--- src/sv/avgov_pkg.sv ---
package avgov_pkg;

    localparam int RATE_W               = 16;
    localparam int FRAC_W               = 8;
    localparam int FRAMES_W             = 5;
    localparam int DEFAULT_SAMPLE_COUNT = 16;

    localparam logic [RATE_W-1:0]   DEFAULT_TARGET       = 16'd7680;
    localparam logic [FRAC_W-1:0]   DEFAULT_OFF_FRACTION = 8'd230;
    localparam logic [RATE_W-1:0]   ONE_FPS              = 16'd128;
    localparam logic [FRAMES_W-1:0] FRAMES_MAX           = 5'd31;

    // Register indexes on the configuration port (byte address / 4)
    localparam logic [1:0] REG_ADAPTIVE_ENABLE = 2'd0;
    localparam logic [1:0] REG_TARGET_RATE     = 2'd1;
    localparam logic [1:0] REG_OFF_FRACTION    = 2'd2;
    localparam logic [1:0] REG_SAMPLING_ENABLE = 2'd3;

    // Input item kinds
    localparam logic KIND_FRAME  = 1'b0;
    localparam logic KIND_REFILL = 1'b1;

    typedef struct packed {
        logic shift;   // take the neighbor's sample
        logic load;    // take the fill value
    } t_cell_ctrl;

endpackage

--- src/sv/avgov_cell.sv ---
module avgov_cell (
    input  logic                        i_clk,
    input  logic                        i_rst_n,
    input  avgov_pkg::t_cell_ctrl       i_ctrl,
    input  logic [avgov_pkg::RATE_W-1:0] i_prev,
    input  logic [avgov_pkg::RATE_W-1:0] i_fill,
    output logic [avgov_pkg::RATE_W-1:0] o_value
);
    import avgov_pkg::*;

    logic [RATE_W-1:0] r_value;
    logic [RATE_W-1:0] n_value;

    // Load wins over shift; a refill never shifts in the same cycle.
    always_comb begin
        priority if (i_ctrl.load) begin
            n_value = i_fill;
        end else if (i_ctrl.shift) begin
            n_value = i_prev;
        end else begin
            n_value = r_value;
        end
    end

    always_ff @(posedge i_clk) begin
        if (!i_rst_n) begin
            r_value <= DEFAULT_TARGET;
        end else begin
            r_value <= n_value;
        end
    end

    assign o_value = r_value;

endmodule

--- src/sv/avgov_mean.sv ---
module avgov_mean #(
    parameter  int SAMPLE_COUNT = avgov_pkg::DEFAULT_SAMPLE_COUNT,
    localparam int SUM_W        = avgov_pkg::RATE_W + $clog2(SAMPLE_COUNT)
) (
    input  logic [SUM_W-1:0]             i_sum,
    output logic [avgov_pkg::RATE_W-1:0] o_mean
);
    import avgov_pkg::*;

    // floor(sum / N) as sum * ceil(2^(SUM_W+L) / N) >> (SUM_W+L), exact for any SUM_W-bit sum
    localparam int          L       = $clog2(SAMPLE_COUNT);
    localparam int          SHIFT   = SUM_W + L;
    localparam int          MULT_W  = SUM_W + 1;
    localparam logic [63:0] MULT_64 = ((64'd1 << SHIFT) + 64'(SAMPLE_COUNT) - 64'd1)
                                      / 64'(SAMPLE_COUNT);
    localparam logic [MULT_W-1:0] MULT = MULT_W'(MULT_64);

    logic [SUM_W+MULT_W-1:0] product;

    assign product = (SUM_W+MULT_W)'(i_sum) * (SUM_W+MULT_W)'(MULT);
    assign o_mean  = product[SHIFT +: RATE_W];

endmodule

--- src/sv/adaptive_vsync_governor.sv ---
// Adaptive vsync governor.
// Input stream: one request per frame. tuser carries the kind (frame
// measurement or ring refill), tdata the measured frame rate in Q9.7 fps.
// Output stream: one request per input request, in order. tdata carries the
// vsync decision, a toggle pulse and the ring average (Q9.7 fps).
// A frame request is clamped to the target rate and, after 31 frames and
// with sampling on, shifted into a chain of SAMPLE_COUNT sample cells; the
// oldest sample drops out of the far end and a running sum tracks the ring.
// Hysteresis: vsync drops at or below off_fraction * target and returns at
// or above target minus one fps. Thresholds are precomputed at register
// write time, so the sum update and both compares fit in the accept cycle.
// An accepted request is registered in the state stage; the reciprocal multiply
// that forms the average then feeds the output register. Throughput: one request
// per cycle unless output stalls; the cell chain shifts at most once per accepted request.
// The output register and the middle stage hold up to two requests, so input
// is still taken while a result waits; a stall on the output fills both
// stages and only then drops o_s_tready.
// Reset: synchronous; all cells return to the default target and the sum to N
// times it; vsync on, warm-up counter cleared, registers to their defaults.
// Configuration: APB, registers at byte addresses 0, 4, 8, 12.
module adaptive_vsync_governor #(
    parameter  int SAMPLE_COUNT = avgov_pkg::DEFAULT_SAMPLE_COUNT,
    localparam int SUM_W        = avgov_pkg::RATE_W + $clog2(SAMPLE_COUNT)
) (
    input  logic        i_clk,
    input  logic        i_rst_n,
    // input stream
    input  logic        i_s_tvalid,
    output logic        o_s_tready,
    input  logic [15:0] i_s_tdata,   // [15:0] measured_rate
    input  logic        i_s_tuser,   // [0] kind
    // output stream
    output logic        o_m_tvalid,
    input  logic        i_m_tready,
    output logic [23:0] o_m_tdata,   // [0] vsync_on, [1] vsync_changed, [17:2] average_rate
    // configuration
    input  logic        i_psel,
    input  logic        i_penable,
    input  logic        i_pwrite,
    input  logic [3:0]  i_paddr,
    input  logic [31:0] i_pwdata,
    output logic [31:0] o_prdata,
    output logic        o_pready
);
    import avgov_pkg::*;

    localparam int LIM_W = SUM_W + FRAC_W;

    localparam logic [SUM_W-1:0] RESET_SUM =
        SUM_W'(64'(DEFAULT_TARGET) * 64'(SAMPLE_COUNT));
    localparam logic [LIM_W-1:0] RESET_OFF_LIMIT =
        LIM_W'(64'(DEFAULT_OFF_FRACTION) * 64'(DEFAULT_TARGET) * 64'(SAMPLE_COUNT));
    localparam logic [SUM_W-1:0] RESET_ON_LIMIT =
        SUM_W'(64'(DEFAULT_TARGET - ONE_FPS) * 64'(SAMPLE_COUNT));

    // ---------------- configuration registers ----------------
    logic              r_adaptive;
    logic [RATE_W-1:0] r_target;
    logic [FRAC_W-1:0] r_frac;
    logic              r_sampling;
    logic [LIM_W-1:0]  r_off_limit;   // off_fraction * target * N
    logic [SUM_W-1:0]  r_on_limit;    // (target - 1 fps) * N
    logic              r_on_always;   // target below one fps

    logic              cfg_wr;
    logic [1:0]        cfg_idx;
    logic [RATE_W-1:0] lim_target;
    logic [FRAC_W-1:0] lim_frac;
    logic [23:0]       lim_prod;
    logic [LIM_W-1:0]  n_off_limit;
    logic [SUM_W-1:0]  n_on_limit;
    logic              n_on_always;

    assign cfg_wr   = i_psel && i_penable && i_pwrite;
    assign cfg_idx  = i_paddr[3:2];
    assign o_pready = 1'b1;

    // Rebuild the thresholds from the value being written and the other
    // register, so they are valid on the very next cycle.
    always_comb begin
        lim_target = r_target;
        lim_frac   = r_frac;
        if (cfg_idx == REG_TARGET_RATE) begin
            lim_target = i_pwdata[RATE_W-1:0];
        end
        if (cfg_idx == REG_OFF_FRACTION) begin
            lim_frac = i_pwdata[FRAC_W-1:0];
        end
        lim_prod    = 24'(lim_frac) * 24'(lim_target);
        n_off_limit = LIM_W'(LIM_W'(lim_prod) * LIM_W'(SAMPLE_COUNT));
        n_on_always = lim_target < ONE_FPS;
        n_on_limit  = SUM_W'(SUM_W'(lim_target - ONE_FPS) * SUM_W'(SAMPLE_COUNT));
    end

    always_ff @(posedge i_clk) begin
        if (!i_rst_n) begin
            r_adaptive  <= 1'b1;
            r_target    <= DEFAULT_TARGET;
            r_frac      <= DEFAULT_OFF_FRACTION;
            r_sampling  <= 1'b1;
            r_off_limit <= RESET_OFF_LIMIT;
            r_on_limit  <= RESET_ON_LIMIT;
            r_on_always <= 1'b0;
        end else if (cfg_wr) begin
            unique case (cfg_idx)
                REG_ADAPTIVE_ENABLE: r_adaptive <= i_pwdata[0];
                REG_TARGET_RATE:     r_target   <= i_pwdata[RATE_W-1:0];
                REG_OFF_FRACTION:    r_frac     <= i_pwdata[FRAC_W-1:0];
                REG_SAMPLING_ENABLE: r_sampling <= i_pwdata[0];
                default: ;
            endcase
            r_off_limit <= n_off_limit;
            r_on_limit  <= n_on_limit;
            r_on_always <= n_on_always;
        end
    end

    always_comb begin
        unique case (cfg_idx)
            REG_ADAPTIVE_ENABLE: o_prdata = {31'd0, r_adaptive};
            REG_TARGET_RATE:     o_prdata = {16'd0, r_target};
            REG_OFF_FRACTION:    o_prdata = {24'd0, r_frac};
            REG_SAMPLING_ENABLE: o_prdata = {31'd0, r_sampling};
            default:             o_prdata = 32'd0;
        endcase
    end

    // ---------------- pipeline handshake ----------------
    logic r_v1;
    logic r_v2;
    logic s_accept;
    logic s1_move;

    assign s1_move    = r_v1 && (!r_v2 || i_m_tready);
    assign o_s_tready = !r_v1 || s1_move;
    assign s_accept   = i_s_tvalid && o_s_tready;
    assign o_m_tvalid = r_v2;

    // ---------------- governor state ----------------
    logic [SUM_W-1:0]    r_sum;
    logic [FRAMES_W-1:0] r_frames;
    logic                r_vsync;
    logic [SUM_W-1:0]    n_sum;
    logic [FRAMES_W-1:0] n_frames;
    logic                n_vsync;
    logic                n_changed;
    logic [LIM_W-1:0]    scaled_sum;
    logic                on_ok;

    // ---------------- sample cell chain ----------------
    t_cell_ctrl        cell_ctrl;
    logic [RATE_W-1:0] cell_value [SAMPLE_COUNT];
    logic [RATE_W-1:0] clamped;
    logic              is_frame;
    logic              do_sample;

    assign is_frame  = s_accept && (i_s_tuser == KIND_FRAME) && r_adaptive;
    assign clamped   = (i_s_tdata < r_target) ? i_s_tdata : r_target;
    assign do_sample = is_frame && r_sampling && (r_frames == FRAMES_MAX);

    assign cell_ctrl.shift = do_sample;
    assign cell_ctrl.load  = s_accept && (i_s_tuser == KIND_REFILL);

    for (genvar k = 0; k < SAMPLE_COUNT; k++) begin : g_cell
        logic [RATE_W-1:0] prev;
        if (k == 0) begin : g_head
            assign prev = clamped;
        end else begin : g_link
            assign prev = cell_value[k-1];
        end
        avgov_cell u_cell (
            .i_clk   (i_clk),
            .i_rst_n (i_rst_n),
            .i_ctrl  (cell_ctrl),
            .i_prev  (prev),
            .i_fill  (r_target),
            .o_value (cell_value[k])
        );
    end

    // ---------------- sum, warm-up and hysteresis ----------------
    always_comb begin
        n_sum     = r_sum;
        n_frames  = r_frames;
        n_vsync   = r_vsync;
        n_changed = 1'b0;
        if (cell_ctrl.load) begin
            n_sum = SUM_W'(SUM_W'(r_target) * SUM_W'(SAMPLE_COUNT));
        end else if (do_sample) begin
            // oldest sample drops off the far end of the chain
            n_sum = r_sum - SUM_W'(cell_value[SAMPLE_COUNT-1]) + SUM_W'(clamped);
        end
        if (is_frame && (r_frames != FRAMES_MAX)) begin
            n_frames = r_frames + FRAMES_W'(1);
        end
        scaled_sum = {n_sum, {FRAC_W{1'b0}}};
        on_ok      = r_on_always || (n_sum >= r_on_limit);
        if (is_frame) begin
            priority if (r_vsync && (scaled_sum <= r_off_limit)) begin
                n_vsync   = 1'b0;
                n_changed = 1'b1;
            end else if (!r_vsync && on_ok) begin
                n_vsync   = 1'b1;
                n_changed = 1'b1;
            end else begin
                n_vsync = r_vsync;
            end
        end
    end

    always_ff @(posedge i_clk) begin
        if (!i_rst_n) begin
            r_sum    <= RESET_SUM;
            r_frames <= '0;
            r_vsync  <= 1'b1;
        end else if (s_accept) begin
            r_sum    <= n_sum;
            r_frames <= n_frames;
            r_vsync  <= n_vsync;
        end
    end

    // ---------------- stage 1: hold the result snapshot ----------------
    logic [SUM_W-1:0] r_s1_sum;
    logic             r_s1_vsync;
    logic             r_s1_changed;

    always_ff @(posedge i_clk) begin
        if (!i_rst_n) begin
            r_v1 <= 1'b0;
        end else if (s_accept) begin
            r_v1 <= 1'b1;
        end else if (s1_move) begin
            r_v1 <= 1'b0;
        end
    end

    always_ff @(posedge i_clk) begin
        if (s_accept) begin
            r_s1_sum     <= n_sum;
            r_s1_vsync   <= n_vsync;
            r_s1_changed <= n_changed;
        end
    end

    // ---------------- stage 2: average and output register ----------------
    logic [RATE_W-1:0] s1_mean;
    logic [23:0]       r_out;

    avgov_mean #(
        .SAMPLE_COUNT (SAMPLE_COUNT)
    ) u_mean (
        .i_sum  (r_s1_sum),
        .o_mean (s1_mean)
    );

    always_ff @(posedge i_clk) begin
        if (!i_rst_n) begin
            r_v2 <= 1'b0;
        end else if (s1_move) begin
            r_v2 <= 1'b1;
        end else if (i_m_tready) begin
            r_v2 <= 1'b0;
        end
    end

    always_ff @(posedge i_clk) begin
        if (s1_move) begin
            r_out <= {6'd0, s1_mean, r_s1_changed, r_s1_vsync};
        end
    end

    assign o_m_tdata = r_out;

    // ---------------- assertions ----------------
    // refill leaves exactly N times the target in the running sum
    a_refill_sum: assert property (@(posedge i_clk) disable iff (!i_rst_n)
        (s_accept && (i_s_tuser == KIND_REFILL)) |=>
            (r_sum == SUM_W'(SUM_W'($past(r_target)) * SUM_W'(SAMPLE_COUNT))))
        else $error("running sum does not match refill value");

    // the vsync decision moves only on an accepted frame request
    a_vsync_cause: assert property (@(posedge i_clk) disable iff (!i_rst_n)
        (r_vsync != $past(r_vsync)) |->
            ($past(s_accept) && ($past(i_s_tuser) == KIND_FRAME) && $past(r_adaptive)))
        else $error("vsync decision changed without a frame request");

    // the chain shifts only once warm-up is over
    a_warmup: assert property (@(posedge i_clk) disable iff (!i_rst_n)
        cell_ctrl.shift |-> ((r_frames == FRAMES_MAX) && !cell_ctrl.load))
        else $error("sample shifted in before warm-up ended");

    // a toggle pulse always goes with a flipped decision
    a_toggle: assert property (@(posedge i_clk) disable iff (!i_rst_n)
        (s_accept && n_changed) |=> (r_vsync != $past(r_vsync)))
        else $error("toggle pulse without a decision change");

endmodule
--- config.mk ---
export PLATFORM = sky130hd
export DESIGN_NAME = adaptive_vsync_governor
export DESIGN_NICKNAME = d
export VERILOG_FILES = /design/src/sv/avgov_pkg.sv /design/src/sv/avgov_cell.sv /design/src/sv/avgov_mean.sv /design/src/sv/adaptive_vsync_governor.sv
export SDC_FILE = /design/constraint.sdc
export NUM_CORES = 1
export LEC_CHECK = 0
export BUFFER_PORTS_ARGS = -buffer_cell sky130_fd_sc_hd__clkbuf_2
export CAP_MARGIN = 20
export CORE_ASPECT_RATIO = 0.5
export CORE_MARGIN = 5
export CORE_UTILIZATION = 45
export CTS_CLUSTER_DIAMETER = 150
export DETAILED_ROUTE_END_ITERATION = 12
export PLACE_DENSITY_LB_ADDON = 0.12
export REMOVE_ABC_BUFFERS = 1
export SLEW_MARGIN = 20
export SYNTH_ARGS = -nofsm -noshare
export SYNTH_HDL_FRONTEND = slang
export SYNTH_SLANG_ARGS = --single-unit
--- constraint.sdc ---
create_clock -name i_clk -period 16.17 [get_ports i_clk]
set_input_delay 2.4255 -clock i_clk [delete_from_list [all_inputs] [get_ports i_clk]]
set_output_delay 2.4255 -clock i_clk [all_outputs]
set_load 0.01 [all_outputs]
## After elaboration in Yosys (flattened, before gate mapping)

Cells that the tools add are included.

| word-level totals | value |
|---|---|
| register bits after elaboration | 391 |
| output and inout bits | 59 |
| logic and storage cells | 119 |

| cells by class | value |
|---|---|
| add/sub/neg operators | 4 |
| $mul | 1 |
| $lt $le $gt $ge | 4 |
| eq/ne operators | 5 |
| multiplexer cells | 47 |
| bitwise logic cells | 1 |
| reductions and logical operators | 25 |

Operator list:

| cell | count |
|---|---|
| $mux 16 | 34 |
| $pmux 32 s4 | 1 |
| $mux 20 | 2 |
| $le 28x28->1 | 1 |
| $mul 8x16->24 | 1 |
| $add 20x16->20 | 1 |
| $ge 20x20->1 | 1 |
| $sub 20x16->20 | 1 |
| $lt 16x16->1 | 1 |
| $lt 16x8->1 const B | 1 |
| $sub 16x8->16 const B | 1 |
| $logic_and 1x1->1 | 12 |
| $mux 1 | 9 |
| $mux 8 | 1 |
| $reduce_and 2->1 | 3 |
| $reduce_bool 2->1 | 3 |
| $add 5x1->5 const B | 1 |
| $eq 5x5->1 const B | 1 |
| $ne 5x5->1 const B | 1 |
| $eq 2x2->1 const B | 2 |
| $logic_not 1->1 | 3 |
| $logic_or 1x1->1 | 3 |
| $eq 2x1->1 const B | 1 |
| $logic_not 2->1 | 1 |
| $not 1->1 | 1 |

## Logic depth before layout (Yosys ltp)

Gate-level depths: netlist of the first run.

| depth | value |
|---|---|
| word-level depth | 17 |
| mapped depth | 31 |

## Modules after synthesis

From an unflattened synthesis of the first run, not the netlist that was laid out.

| unflattened totals | value |
|---|---|
| cell total of the unflattened synthesis | 2566 |
| area, all modules | 25466.9 sq um |

Modules (own cells, without submodules):

| module | instances | cells each | area each (sq um) |
|---|---|---|---|
| avgov_cell | 16 | 71 | 822.0 |
| adaptive_vsync_governor | 1 | 1414 | 12194.2 |
| avgov_mean | 1 | 16 | 120.1 |

## Worst setup path after synthesis of the first run

No wires, ideal clock.

| timing path | value |
|---|---|
| path type | in2reg |
| start point | input port i_s_tdata[10] |
| end point | register r_vsync |
| setup time | 0.061 ns |
| arrival | 8.252 ns |
| required time | 16.109 ns |
| slack | 7.857 ns |
| stages | 27 |
| cells stage by stage | ha_1 a41oi_1 nor2b_1 o21ai_0 a21oi_1 a311oi_2 buf_2 buf_4 mux2i_1 fa_1 fa_1 nor2b_1 o21a_1 o21ai_1 a21oi_2 a221oi_4 or4b_2 o211ai_1 o21ai_0 ha_1 nand2_1 nor4_1 and3_1 nand4_1 o41a_1 a21boi_1 nand2b_1 |

| on the way | value |
|---|---|
| longest elaborated chain between the ends | 11 |
| elaborated cells on any way between the ends | 13 |

Ends and longest elaborated chain:

| item | RTL line | source |
|---|---|---|
| start: declaration | adaptive_vsync_governor.sv:30 | `input logic [15:0] i_s_tdata,` |
| $lt 16x16->1 | adaptive_vsync_governor.sv:158 | `assign clamped = (i_s_tdata < r_target) ? i_s_tdata : r_target;` |
| $mux 16 (*) | adaptive_vsync_governor.sv:158 |  |
| $add 20x16->20 (*) | adaptive_vsync_governor.sv:191 | `n_sum = r_sum - SUM_W'(cell_value[SAMPLE_COUNT-1]) + SUM_W'(clamped);` |
| $mux 20 (*) | adaptive_vsync_governor.sv:189 | `end else if (do_sample) begin` |
| $mux 20 (*) | adaptive_vsync_governor.sv:187 | `if (cell_ctrl.load) begin` |
| via n_sum[18] | adaptive_vsync_governor.sv:143 | `logic [SUM_W-1:0] n_sum;` |
| $ge 20x20->1 | adaptive_vsync_governor.sv:197 | `on_ok = r_on_always \|\| (n_sum >= r_on_limit);` |
| $logic_or 1x1->1 | adaptive_vsync_governor.sv:197 |  |
| $logic_and 1x1->1 | adaptive_vsync_governor.sv:202 | `end else if (!r_vsync && on_ok) begin` |
| $mux 1 | adaptive_vsync_governor.sv:202 |  |
| $mux 1 (*) | adaptive_vsync_governor.sv:199 | `priority if (r_vsync && (scaled_sum <= r_off_limit)) begin` |
| $mux 1 (*) | adaptive_vsync_governor.sv:198 | `if (is_frame) begin` |
| via n_vsync | adaptive_vsync_governor.sv:145 | `logic n_vsync;` |
| end signal: assignment | adaptive_vsync_governor.sv:219 | `r_vsync <= n_vsync;` |
| end: declaration | adaptive_vsync_governor.sv:142 | `logic r_vsync;` |

Mark *: on every way through the listed nets, which the timed path passes. The rest lies on a longest branch.
A chain may end at the register's enable or synchronous reset.

## Worst setup path in the final report of the first run

| timing path | value |
|---|---|
| start point | input port i_s_tdata[9] |
| end point | register r_vsync |

The elaborated chain is that of the path after synthesis.

==> key figures, run 1 <==
STA
  • RSZ-0062 raised after global routing: false
  • Final setup skew: 0.0165 ns
  • Final Setup Violations: 0
  • Fin. Hold Viols: 0
  • Post-layout min period: 9.14 ns
  • Worst Tran Pin Value: 1.11 ns
  • Final slew viol count: 0
  • Final setup TNS: 0 ns
  • Slew margin rel.: 0.258
  • Final worst-path cycle share: 0.565
  • Fmax: 109 MHz
  • Hold Slack: 0.416 ns

Critical path
  • Critical Path AT: 9.53 ns
  • Worst setup path class: input pin to flop
  • Max FO, Critical Path: 29
  • Crit end category: flop
  • CP required: 16.56 ns
  • CP startpoint kind: input pin

Die
  • Site Rows: 56
  • Top Ports: 119
  • DIE AREA: 52600 um2
  • Chip height: 165 um
  • Initial Util: 0.457
  • Core region area: 47100 um2
  • Die X: 319 um

Power
  • P_int: 1.84 mW
  • Combinational Power Share: 0.323
  • Clock Power Share: 0.309
  • Leak: 10.4 nW
  • Switch share: 0.345
  • Seq pwr share: 0.368
  • Power Total: 2.81 mW
  • Net switching power figure: 0.972 mW
  • Pwr dens: 120 nW/um2
  • Peak supply drop: 0.163 mV

Global route
  • Grt ovf: 0
  • Initial antenna violation count: 1
  • Vias in the first global route: 16200
  • Pin count of the biggest net entering global routing: 231
  • Global-route wire length before repair: 89400 um
  • GRT Overall Usage: 0.206

Synth
  • Cell Area, Synth: 21500 um2
  • Syn Area/Cell: 8.25 um2
  • Part of the Yosys area used for sequential elements: 0.370
  • Synth cell types: 68
  • Synthesis-stage register bit count: 380
  • Post-synth EDFFs: 36
  • Synth top area cells: dfxtp_1 32%, nand2_1 11%, fa_1 9.3%
  • Async set or reset register ratio after synthesis: 0
  • Ys Warns: 0
  • Area share of the largest cell type after synthesis: 0.320
  • Post-synth top area cell: dfxtp_1
  • Main synth FF type: dfxtp_1
  • Mapped Cells: 2609

Detailed routing
  • Drt via density: 5.38
  • Vias: 17500
  • WL final: 54800 um
  • DRC: 0
  • Post-DRT Antenna Nets: 0
  • Starting DRT DRC Count: 1467
  • WL/cell: 16.8 um
  • TritonRoute pass-1 iters: 5

Clocking
  • Worst-path clk slew: 0.06 ns
  • # hold bufs at CTS: 0
  • Clock buffer depth: 3
  • CTS tree: built
  • Root buffer cell: clkbuf_16
  • Post-cts sizing count: 0
  • Number of CTS-inserted buffers: 37
  • Clock latency on the worst-skew pair: 0.54 ns
  • Post-CTS Setup Bufs: 0
  • H-Tree Depth: 2
  • CTS sink cnt: 380

Place
  • Gpl congestion: 0.871
  • Placed instance area: 22200 um2
  • DP Wirelength: 37000 um
  • PortBufs: 77

Final layout
  • Most common library cell in the layout ignoring fill and taps: nand2_1
  • Commonest non-fill, non-tap cells in the layout: 632 x nand2_1, 344 x dfxtp_1, 189 x inv_1
  • Post-route cell area: 23500 um2
  • Nets: 2863
  • P&R area growth vs syn: 9.01%
  • Fill cell count: 4642
  • Share of layout cells above drive strength 1: 0.0796

Run status
  • Status: finished clean

Min path
  • Hold crit path type: flop to flop

Run
  • Max-Cap Viols: 0
## per-stage QoR
stage / setup WS, ns / util / cells
floorplan: 3.78 / - / 2443
global placement: 6.46 / 0.472 / 3184
detailed placement: 6.45 / 0.472 / 3184
CTS: 6.98 / 0.498 / 3251
global route: 6.62 / 0.498 / 3252
finish: 7.03 / 0.498 / 3252
## routing by layer
| metal | part of all wire | track usage | vias up |
|---|---|---|---|
| li1 | - | - | 8725 |
| met1 | 0.51 | 0.319 | 8337 |
| met2 | 0.43 | 0.309 | 359 |
| met3 | 0.045 | 0.0241 | 66 |
| met4 | 0.018 | 0.0434 | 0 |
| met5 | 0 | 0 | - |
## cell families (layout without fill, tap and decap cells)
kind of cell / count (synthesis) / after routing / synth area share
simple gates: 1013 / 1013 / 0.203
compound gates: 545 / 545 / 0.158
flops: 380 / 380 / 0.370
buf+inv: 376 / 359 / 0.0722
fa+ha+maj: 218 / 218 / 0.162
mux: 39 / 39 / 0.0195
xor+xnor: 36 / 36 / 0.0147
other cells: 2 / 24 / 0.000349
## critical path, stage by stage
cell       delay (ns)
clkbuf_2         0.12
ha_1             0.32
a41oi_1          0.21
nor2b_1          0.06
o21ai_0          0.16
a21oi_1          0.13
a311oi_4         0.69
buf_4            0.47
mux2i_1          0.15
fa_1             0.57
inv_1            0.06
ha_1             0.30
a211oi_1         0.33
o21a_1           0.22
nand2b_1         0.16
a211oi_1         0.11
o31ai_1          0.34
mux2_2           0.37
o21ai_1          0.38
ha_1             0.34
a21o_1           0.18
a21o_1           0.18
a211o_1          0.34
a2111oi_0        0.47
nor2_1           0.14
a21boi_1         0.16
nand2b_1         0.13
## synth_stat cells, types with 10 or more instances
cell type / instances
nand2_1: 633
dfxtp_1: 344
inv_1: 189
a31oi_1: 183
nor2_1: 141
ha_1: 118
o21ai_0: 107
clkbuf_1: 106
fa_1: 100
a21oi_1: 93
and3_1: 71
nor3_1: 40
a21o_1: 36
edfxtp_1: 36
buf_4: 29
buf_1: 26
buf_2: 26
mux2i_1: 25
nand3_1: 24
and2_1: 21
o211ai_1: 21
a211oi_1: 20
xnor2_1: 19
xor2_1: 17
nor3b_1: 15
o21ai_1: 15
mux2_2: 13
nand2b_1: 13
nand4_1: 12
nor2b_1: 11
o21a_1: 10
or2_2: 10
## worst paths after layout
check / startpoint / endpoint / slack (ns) / depth (start not counted)
setup / recovery: i_s_tdata[9] / r_vsync / 7.03 / 27
hold / removal: r_s1_sum[19] / o_m_tdata[17] / 0.42 / 0
setup reg to reg: r_target[1] / r_vsync / 8.17 / 27
hold reg to reg: r_s1_sum[19] / o_m_tdata[17] / 0.42 / 0
## state kept, by name (all words and copies together) (netlist names), 5 cells and up
register	cells
r_sum	20
r_on_limit	9
o_m_tdata	18
r_frac	8
r_s1_sum	16
g_cell.u_cell.o_value	256
r_target	16
r_frames	5
r_off_limit	24
## power by group through the flow
stage | logic [mW] | clock network (mW) | registers [mW]
6_report | 0.908 | 0.871 | 1.04
5_1_grt | 1.02 | 0.939 | 1.04
4_1_cts | 0.910 | 0.893 | 1.04
3_5_place_dp | 0.903 | 0 | 1.06
3_3_place_gp | 0.898 | 0 | 1.06
2_1_floorplan | 0.646 | 0 | 1.05
## area by class of cell
| type | count | area, um2 | area share |
|---|---|---|---|
| diodes | 1 | 2.50 | 0.000107 |
| clock buffers | 51 | 1050 | 0.0448 |
| clock inverters | 16 | 156 | 0.00667 |
| inverters | 189 | 709 | 0.0302 |
| multi-input cells | 1874 | 12200 | 0.519 |
| flip-flops and latches | 380 | 7970 | 0.340 |
| well taps | 638 | 798 | 0.0340 |
| repair buffers | 103 | 608 | 0.0259 |
(Power assumes the default switching activity.)
==> run 2, diff against run 1 <==
--- a/config.mk
+++ b/config.mk
@@ -5,6 +5,7 @@
 export SDC_FILE = /design/constraint.sdc
 export NUM_CORES = 1
 export LEC_CHECK = 0
+export ABC_AREA = 1
 export BUFFER_PORTS_ARGS = -buffer_cell sky130_fd_sc_hd__clkbuf_2
 export CAP_MARGIN = 20
 export CORE_ASPECT_RATIO = 0.5
==> constraint.sdc (replaced) <==
create_clock -name i_clk -period 7.3 [get_ports i_clk]
set_input_delay 1.095 -clock i_clk [delete_from_list [all_inputs] [get_ports i_clk]]
set_output_delay 1.095 -clock i_clk [all_outputs]
set_load 0.01 [all_outputs]
==> key figures, run 2 <==
Die
  • Top Ports: 119 (unchanged)
  • Initial Util: 0.456 (-0.000581)
  • Site Rows: 57 (+1.8%)
  • DIE AREA: 54200 um2 (+3.2%)
  • Die X: 324 um (+1.6%)
  • Core region area: 48700 um2 (+3.5%)
  • Chip height: 167 um (+1.5%)

Synth
  • Synth top area cells: dfxtp_1 31%, nand2_1 11%, fa_1 9.0%
  • Synth cell count leaders: 675 x nand2_1, 344 x dfxtp_1, 333 x inv_1
  • Main synth FF type: dfxtp_1
  • Syn Area/Cell: 7.54 um2 (-8.5%)
  • Synthesis-stage register bit count: 380 (unchanged)
  • Part of the Yosys area used for sequential elements: 0.358 (-0.0119)
  • Area share of the largest cell type after synthesis: 0.310 (-0.0103)
  • Post-synth top area cell: dfxtp_1
  • Post-synth EDFFs: 36 (unchanged)
  • Synth cell types: 56 (-18%)
  • Top-count cell post-synth: nand2_1
  • Mapped Cells: 2947 (+13%)
  • Cell Area, Synth: 22200 um2 (+3.3%)
  • Async set or reset register ratio after synthesis: 0 (unchanged)
  • Ys Warns: 0 (unchanged)

Power
  • Peak supply drop: 0.171 mV (+5.1%)
  • Combinational Power Share: 0.343 (+0.020)
  • Switch share: 0.362 (+0.0166)
  • Pwr dens: 269 nW/um2 (+120%)
  • Leak: 11.2 nW (+7.9%)
  • Clock Power Share: 0.307 (-0.002)
  • P_int: 4.15 mW (+130%)
  • Net switching power figure: 2.36 mW (+140%)
  • Seq pwr share: 0.350 (-0.018)

Global route
  • Initial antenna violation count: 0 (-1)
  • Grt ovf: 0 (unchanged)
  • Vias in the first global route: 17200 (+6.2%)
  • Global-route wire length before repair: 92500 um (+3.4%)
  • GRT Overall Usage: 0.205 (-0.00113)
  • Pin count of the biggest net entering global routing: 233 (+0.87%)

Clocking
  • Clock buffer depth: 3 (unchanged)
  • Root buffer cell: clkbuf_16
  • Number of CTS-inserted buffers: 38 (+2.7%)
  • Post-CTS Setup Bufs: 0 (unchanged)
  • H-Tree Depth: 2 (unchanged)
  • CTS tree: built
  • CTS sink cnt: 380 (unchanged)
  • Worst-path clk slew: 0.07 ns (about the same)
  • # hold bufs at CTS: 0 (unchanged)
  • Clock latency on the worst-skew pair: 0.54 ns (about the same)
  • Post-cts sizing count: 0 (unchanged)

Detailed routing
  • WL/cell: 15.7 um (-6.8%)
  • Drt via density: 5.17 (-3.9%)
  • TritonRoute pass-1 iters: 7 (+2)
  • DRC: 0 (unchanged)
  • WL final: 56800 um (+3.7%)
  • Vias: 18700 (+7.0%)
  • Post-DRT Antenna Nets: 0 (unchanged)
  • Starting DRT DRC Count: 1761 (+20%)

STA
  • Final worst-path cycle share: 0.830
  • Worst Tran Pin Value: 1.10 ns (-0.00937 ns)
  • Fmax: 165 MHz
  • Final setup skew: 0.0168 ns (+0.000313 ns)
  • Final setup TNS: 0 ns (unchanged)
  • Post-layout min period: 6.06 ns
  • RSZ-0062 raised after global routing: false
  • Setup slack after layout: 1.24 ns (-5.79 ns)
  • Fin. Hold Viols: 0 (unchanged)
  • Slew margin rel.: 0.269 (+0.0112)
  • Final Setup Violations: 0 (unchanged)
  • Final slew viol count: 0 (unchanged)

Critical path
  • CP cell instances: clkbuf_2, inv_2, nand2_2, buf_4, o21ai_4, inv_1, nand2_1, fa_1, inv_1, fa_1, fa_1, fa_1, ha_1, nand2_1, nor2_1, inv_1, o21ai_0, nand3_1, nand2_1, nand2_1, nand3_1, nand2_1
  • Crit end category: flop
  • CP startpoint kind: input pin
  • Critical path depth: 22 (-19%)
  • Critical path's slowest cell: fa_1
  • Delay-heaviest family, CP: adder cells
  • CP required: 7.73 ns (-8.83 ns)
  • Worst reg2reg setup slack: 1.37 ns (-6.80 ns)
  • Slowest stage delay, CP: 0.52 ns (-0.17 ns)
  • Most used cell, CP: nand2_1
  • Worst setup path class: input pin to flop
  • Max FO, Critical Path: 24 (-17%)
  • Worst path buffer plus inverter count: 6 (+3)
  • Critical Path AT: 6.49 ns (-3.04 ns)
  • FF-to-FF path depth: 30 (+11%)

Final layout
  • Share of layout cells above drive strength 1: 0.0811 (+0.00152)
  • Post-Route Utilization: 0.497 (-0.00165)
  • Max reg flops: 256 (unchanged)
  • Non-Filler Instances: 3620 (+11%)
  • Commonest non-fill, non-tap cells in the layout: 675 x nand2_1, 344 x dfxtp_1, 333 x inv_1
  • Inserted Diodes: 0 (-1)
  • Most common library cell in the layout ignoring fill and taps: nand2_1
  • Nets: 3221 (+13%)
  • P&R area growth vs syn: 8.79%

Min path
  • Hold crit path type: flop to flop
  • Hold Crit Depth: 0 (unchanged)

Place
  • PortBufs: 77 (unchanged)
  • DP Wirelength: 39600 um (+7.0%)
  • Post-Place Cells: 3552 (+12%)
  • Gpl congestion: 0.898 (+3.1%)
  • Worst slack, placed: 0.736 ns (-5.71 ns)

Run
  • Max-Cap Viols: 0 (unchanged)

Run status
  • Status: finished clean
[run 2: changes by cell type in the layout (fill, tap and decap cells not counted), sizes merged, moves of 70 or more]
cell   previous run  this run
a21oi            94       331
o21ai           122       359
nand3            24       148
a31oi           183         4
inv             190       343
and3             71         1
[run 2: metal layers]
| layer | vias up | global-route usage | routed length, um |
|---|---|---|---|
| met4 | 0 | 0.0413 | 989 |
| li1 | 9544 | - | - |
| met3 | 67 | 0.0213 | 2390 |
| met2 | 358 | 0.316 | 24300 |
| met1 | 8744 | 0.312 | 29100 |
| met5 | - | 0 | 0 |
[run 2: power by group through the flow]
stage	Sequential, mW	Clock, mW	Combinational (mW)
after floorplan	2.31	0	1.65
after global placement	2.32	0	2.21
after detailed placement	2.33	0	2.23
after CTS	2.28	2.05	2.24
after global routing	2.29	2.15	2.58
final	2.28	2.00	2.24
[run 2: layout make-up]
type	count	area (um2)
Sequential cell	380	7970
Fill cell	4848	24500
Timing Repair Buffer	115	702
Clock buffer	56	1130
Clock inverter	12	145
Multi-Input combinational cell	2066	12100
Inverter	342	1290
Tap cell	649	812
[run 2: cells by family after synthesis]
kind of cell    after synthesis  share of synthesized area
simple gates               1078                      0.205
compound gates              736                      0.175
buf+inv                     522                      0.101
flops                       380                      0.358
fa+ha+maj                   218                      0.156
xor+xnor                     11                    0.00433
other cells                   2                   0.000338
[run 2: stage by stage]
stage / hold slack (ns) / instance area [um2] / total power [mW]
after floorplan: 0.400 / 21400 / 3.96
after global placement: 0.402 / 22900 / 4.54
after detailed placement: 0.405 / 22900 / 4.56
after CTS: 0.420 / 24200 / 6.58
after global routing: 0.424 / 24200 / 7.03
final: 0.418 / 24200 / 6.51
[run 2: path summary, 6_finish.rpt]
| check | startpoint | end |
|---|---|---|
| worst min register to register | r_s1_sum[4] | o_m_tdata[2] |
| worst min-delay path | r_s1_sum[4] | o_m_tdata[2] |
| worst max-delay path | i_paddr[3] | r_off_limit[23] |
| worst max register to register | r_target[5] | r_s1_vsync |
==> run 3, diff against run 2 <==
==> constraint.sdc (replaced) <==
create_clock -name i_clk -period 5.2 [get_ports i_clk]
set_input_delay 0.78 -clock i_clk [delete_from_list [all_inputs] [get_ports i_clk]]
set_output_delay 0.78 -clock i_clk [all_outputs]
set_load 0.01 [all_outputs]
==> key figures, run 3 (synthesis results as in run 2) <==
Power
  • Pwr dens: 383 nW/um2 (+42%)
  • Power Total: 10.6 mW (+62%)
  • Peak supply drop: 0.289 mV (+69%)
  • Leak: 12.7 nW (+14%)

Die
  • Chip height: 167 um (unchanged)
  • Site Rows: 57 (unchanged)
  • Top Ports: 119 (unchanged)
  • Initial Util: 0.456 (unchanged)
  • Core region area: 48700 um2 (unchanged)
  • DIE AREA: 54200 um2 (unchanged)
  • Die X: 324 um (unchanged)

Clocking
  • CTS sink cnt: 380 (unchanged)
  • Worst-path clk slew: 0.06 ns (about the same)
  • # hold bufs at CTS: 0 (unchanged)
  • Root buffer cell: clkbuf_16
  • H-Tree Depth: 2 (unchanged)
  • Clock latency on the worst-skew pair: 0.54 ns (about the same)
  • CTS tree: built
  • Number of CTS-inserted buffers: 38 (unchanged)
  • Clock buffer depth: 3 (unchanged)

STA
  • Fmax: 199 MHz
  • Final worst-path cycle share: 0.965
  • Final setup skew: 0.0138 ns (-0.00298 ns)
  • Final slew viol count: 0 (unchanged)
  • Worst Tran Pin Value: 0.868 ns (-0.229 ns)
  • Final Setup Violations: 0 (unchanged)
  • Hold Slack: 0.418 ns (-0.000499 ns)
  • Fin. Hold Viols: 0 (unchanged)
  • Slew margin rel.: 0.421 (+0.152)
  • Post-layout min period: 5.02 ns

Final layout
  • Post-route cell area: 27600 um2 (+14%)
  • Most common library cell in the layout ignoring fill and taps: nand2_1
  • Share of layout cells above drive strength 1: 0.225 (+0.144)
  • P&R area growth vs syn: 24.2%
  • Max reg flops: 256 (unchanged)
  • Inserted Diodes: 0 (unchanged)
  • Nets: 3507 (+8.9%)
  • Non-Filler Instances: 3907 (+7.9%)
  • Commonest non-fill, non-tap cells in the layout: 624 x nand2_1, 335 x dfxtp_1, 315 x o21ai_0
  • Post-Route Utilization: 0.567 (+0.0701)

Critical path
  • Max FO, Critical Path: 7 (-71%)
  • Worst path buffer plus inverter count: 6 (unchanged)
  • FF-to-FF path depth: 35 (+17%)
  • Slowest stage delay, CP: 0.50 ns (-0.02 ns)
  • Critical path's slowest cell: fa_1
  • Critical Path AT: 5.42 ns (-1.07 ns)
  • Crit end category: flop
  • Worst setup path class: flop to flop
  • CP required: 5.61 ns (-2.12 ns)
  • Delay-heaviest family, CP: simple AND/OR/NAND/NOR gates
  • Most used cell, CP: nand2_1
  • CP startpoint kind: flop
  • Critical path depth: 35 (+59%)

Global route
  • Grt ovf: 0 (unchanged)
  • GRT Overall Usage: 0.215 (+0.0104)
  • Vias in the first global route: 18600 (+8.3%)
  • Pin count of the biggest net entering global routing: 316 (+36%)
  • Global-route wire length before repair: 97400 um (+5.4%)
  • Initial antenna violation count: 0 (unchanged)

Min path
  • Hold crit path type: flop to flop
  • Hold Crit Depth: 0 (unchanged)

Detailed routing
  • Starting DRT DRC Count: 1745 (-0.91%)
  • M1 WL: 30100 um (+3.4%)
  • WL/cell: 15.7 um (about the same)
  • DRC: 0 (unchanged)
  • WL final: 61300 um (+8.0%)
  • DR WL met3: 3000 um (+25%)
  • Drt via density: 5.15 (-0.42%)
  • Top sig layer: met4
  • TritonRoute pass-1 iters: 6 (-1)
  • Post-DRT Antenna Nets: 0 (unchanged)
  • Met2 wire length: 26600 um (+9.4%)
  • Vias: 20100 (+7.5%)

Place
  • Placed instance area: 25000 um2 (+9.0%)
  • Gpl congestion: 0.912 (+1.5%)
  • PortBufs: 77 (unchanged)
  • DP Wirelength: 42500 um (+7.1%)
  • Post-Place Cells: 3819 (+7.5%)

Run
  • Max-Cap Viols: 0 (unchanged)

Run status
  • Status: finished clean
==> run 3: cell types whose count changed in the layout (fill, tap and decap cells not counted), sizes merged <==
cell / change
buf: +284
bufinv: -1
clkbuf: +4
==> run 3: area by class of cell <==
class	instances	area (um2)
multi-input combinational	2066	13200
fill	4551	21100
clock inverter	11	120
timing repair buffer	401	3020
sequential	380	7980
clock buffer	58	1150
tap	649	812
inverter	342	1290
==> run 3: path summary, 6_finish.rpt <==
kind / endpoint / slack, ns / start
max: r_s1_changed / 0.18 / r_target[15]
max reg2reg: r_s1_changed / 0.18 / r_target[15]
min: o_m_tdata[12] / 0.42 / r_s1_sum[14]
min reg2reg: o_m_tdata[12] / 0.42 / r_s1_sum[14]
==> run 3: stage by stage <==
step | TNS [ns] | setup slack (ns)
6_report | 0 | 0.181
5_1_grt | -0.274 | -0.0951
4_1_cts | 0 | 0.00322
3_5_place_dp | -8.25 | -0.576
3_3_place_gp | -7.63 | -0.539
2_1_floorplan | -346.55 | -2.40
==> run 3: power breakdown <==
part           internal, mW  leakage (nW)  switching, mW
Combinational          2.09          8.93           2.50
Clock                  1.59         0.619           1.19
Sequential             3.13          3.17         0.0795
Total                  6.81          12.7           3.77
==> run 3: layer usage <==
metal,up-vias,global-route usage
met2,436,0.332
met5,-,0
li1,10100,-
met4,0,0.0504
met1,9468,0.322
met3,93,0.0274
==> run 3: what timing repair did <==
item	4_1_cts	5_1_grt
gates resized for setup	9	260
pin swaps	0	97
gates cloned	0	2
endpoints found under the setup margin	3	17
buffers inserted	0	16
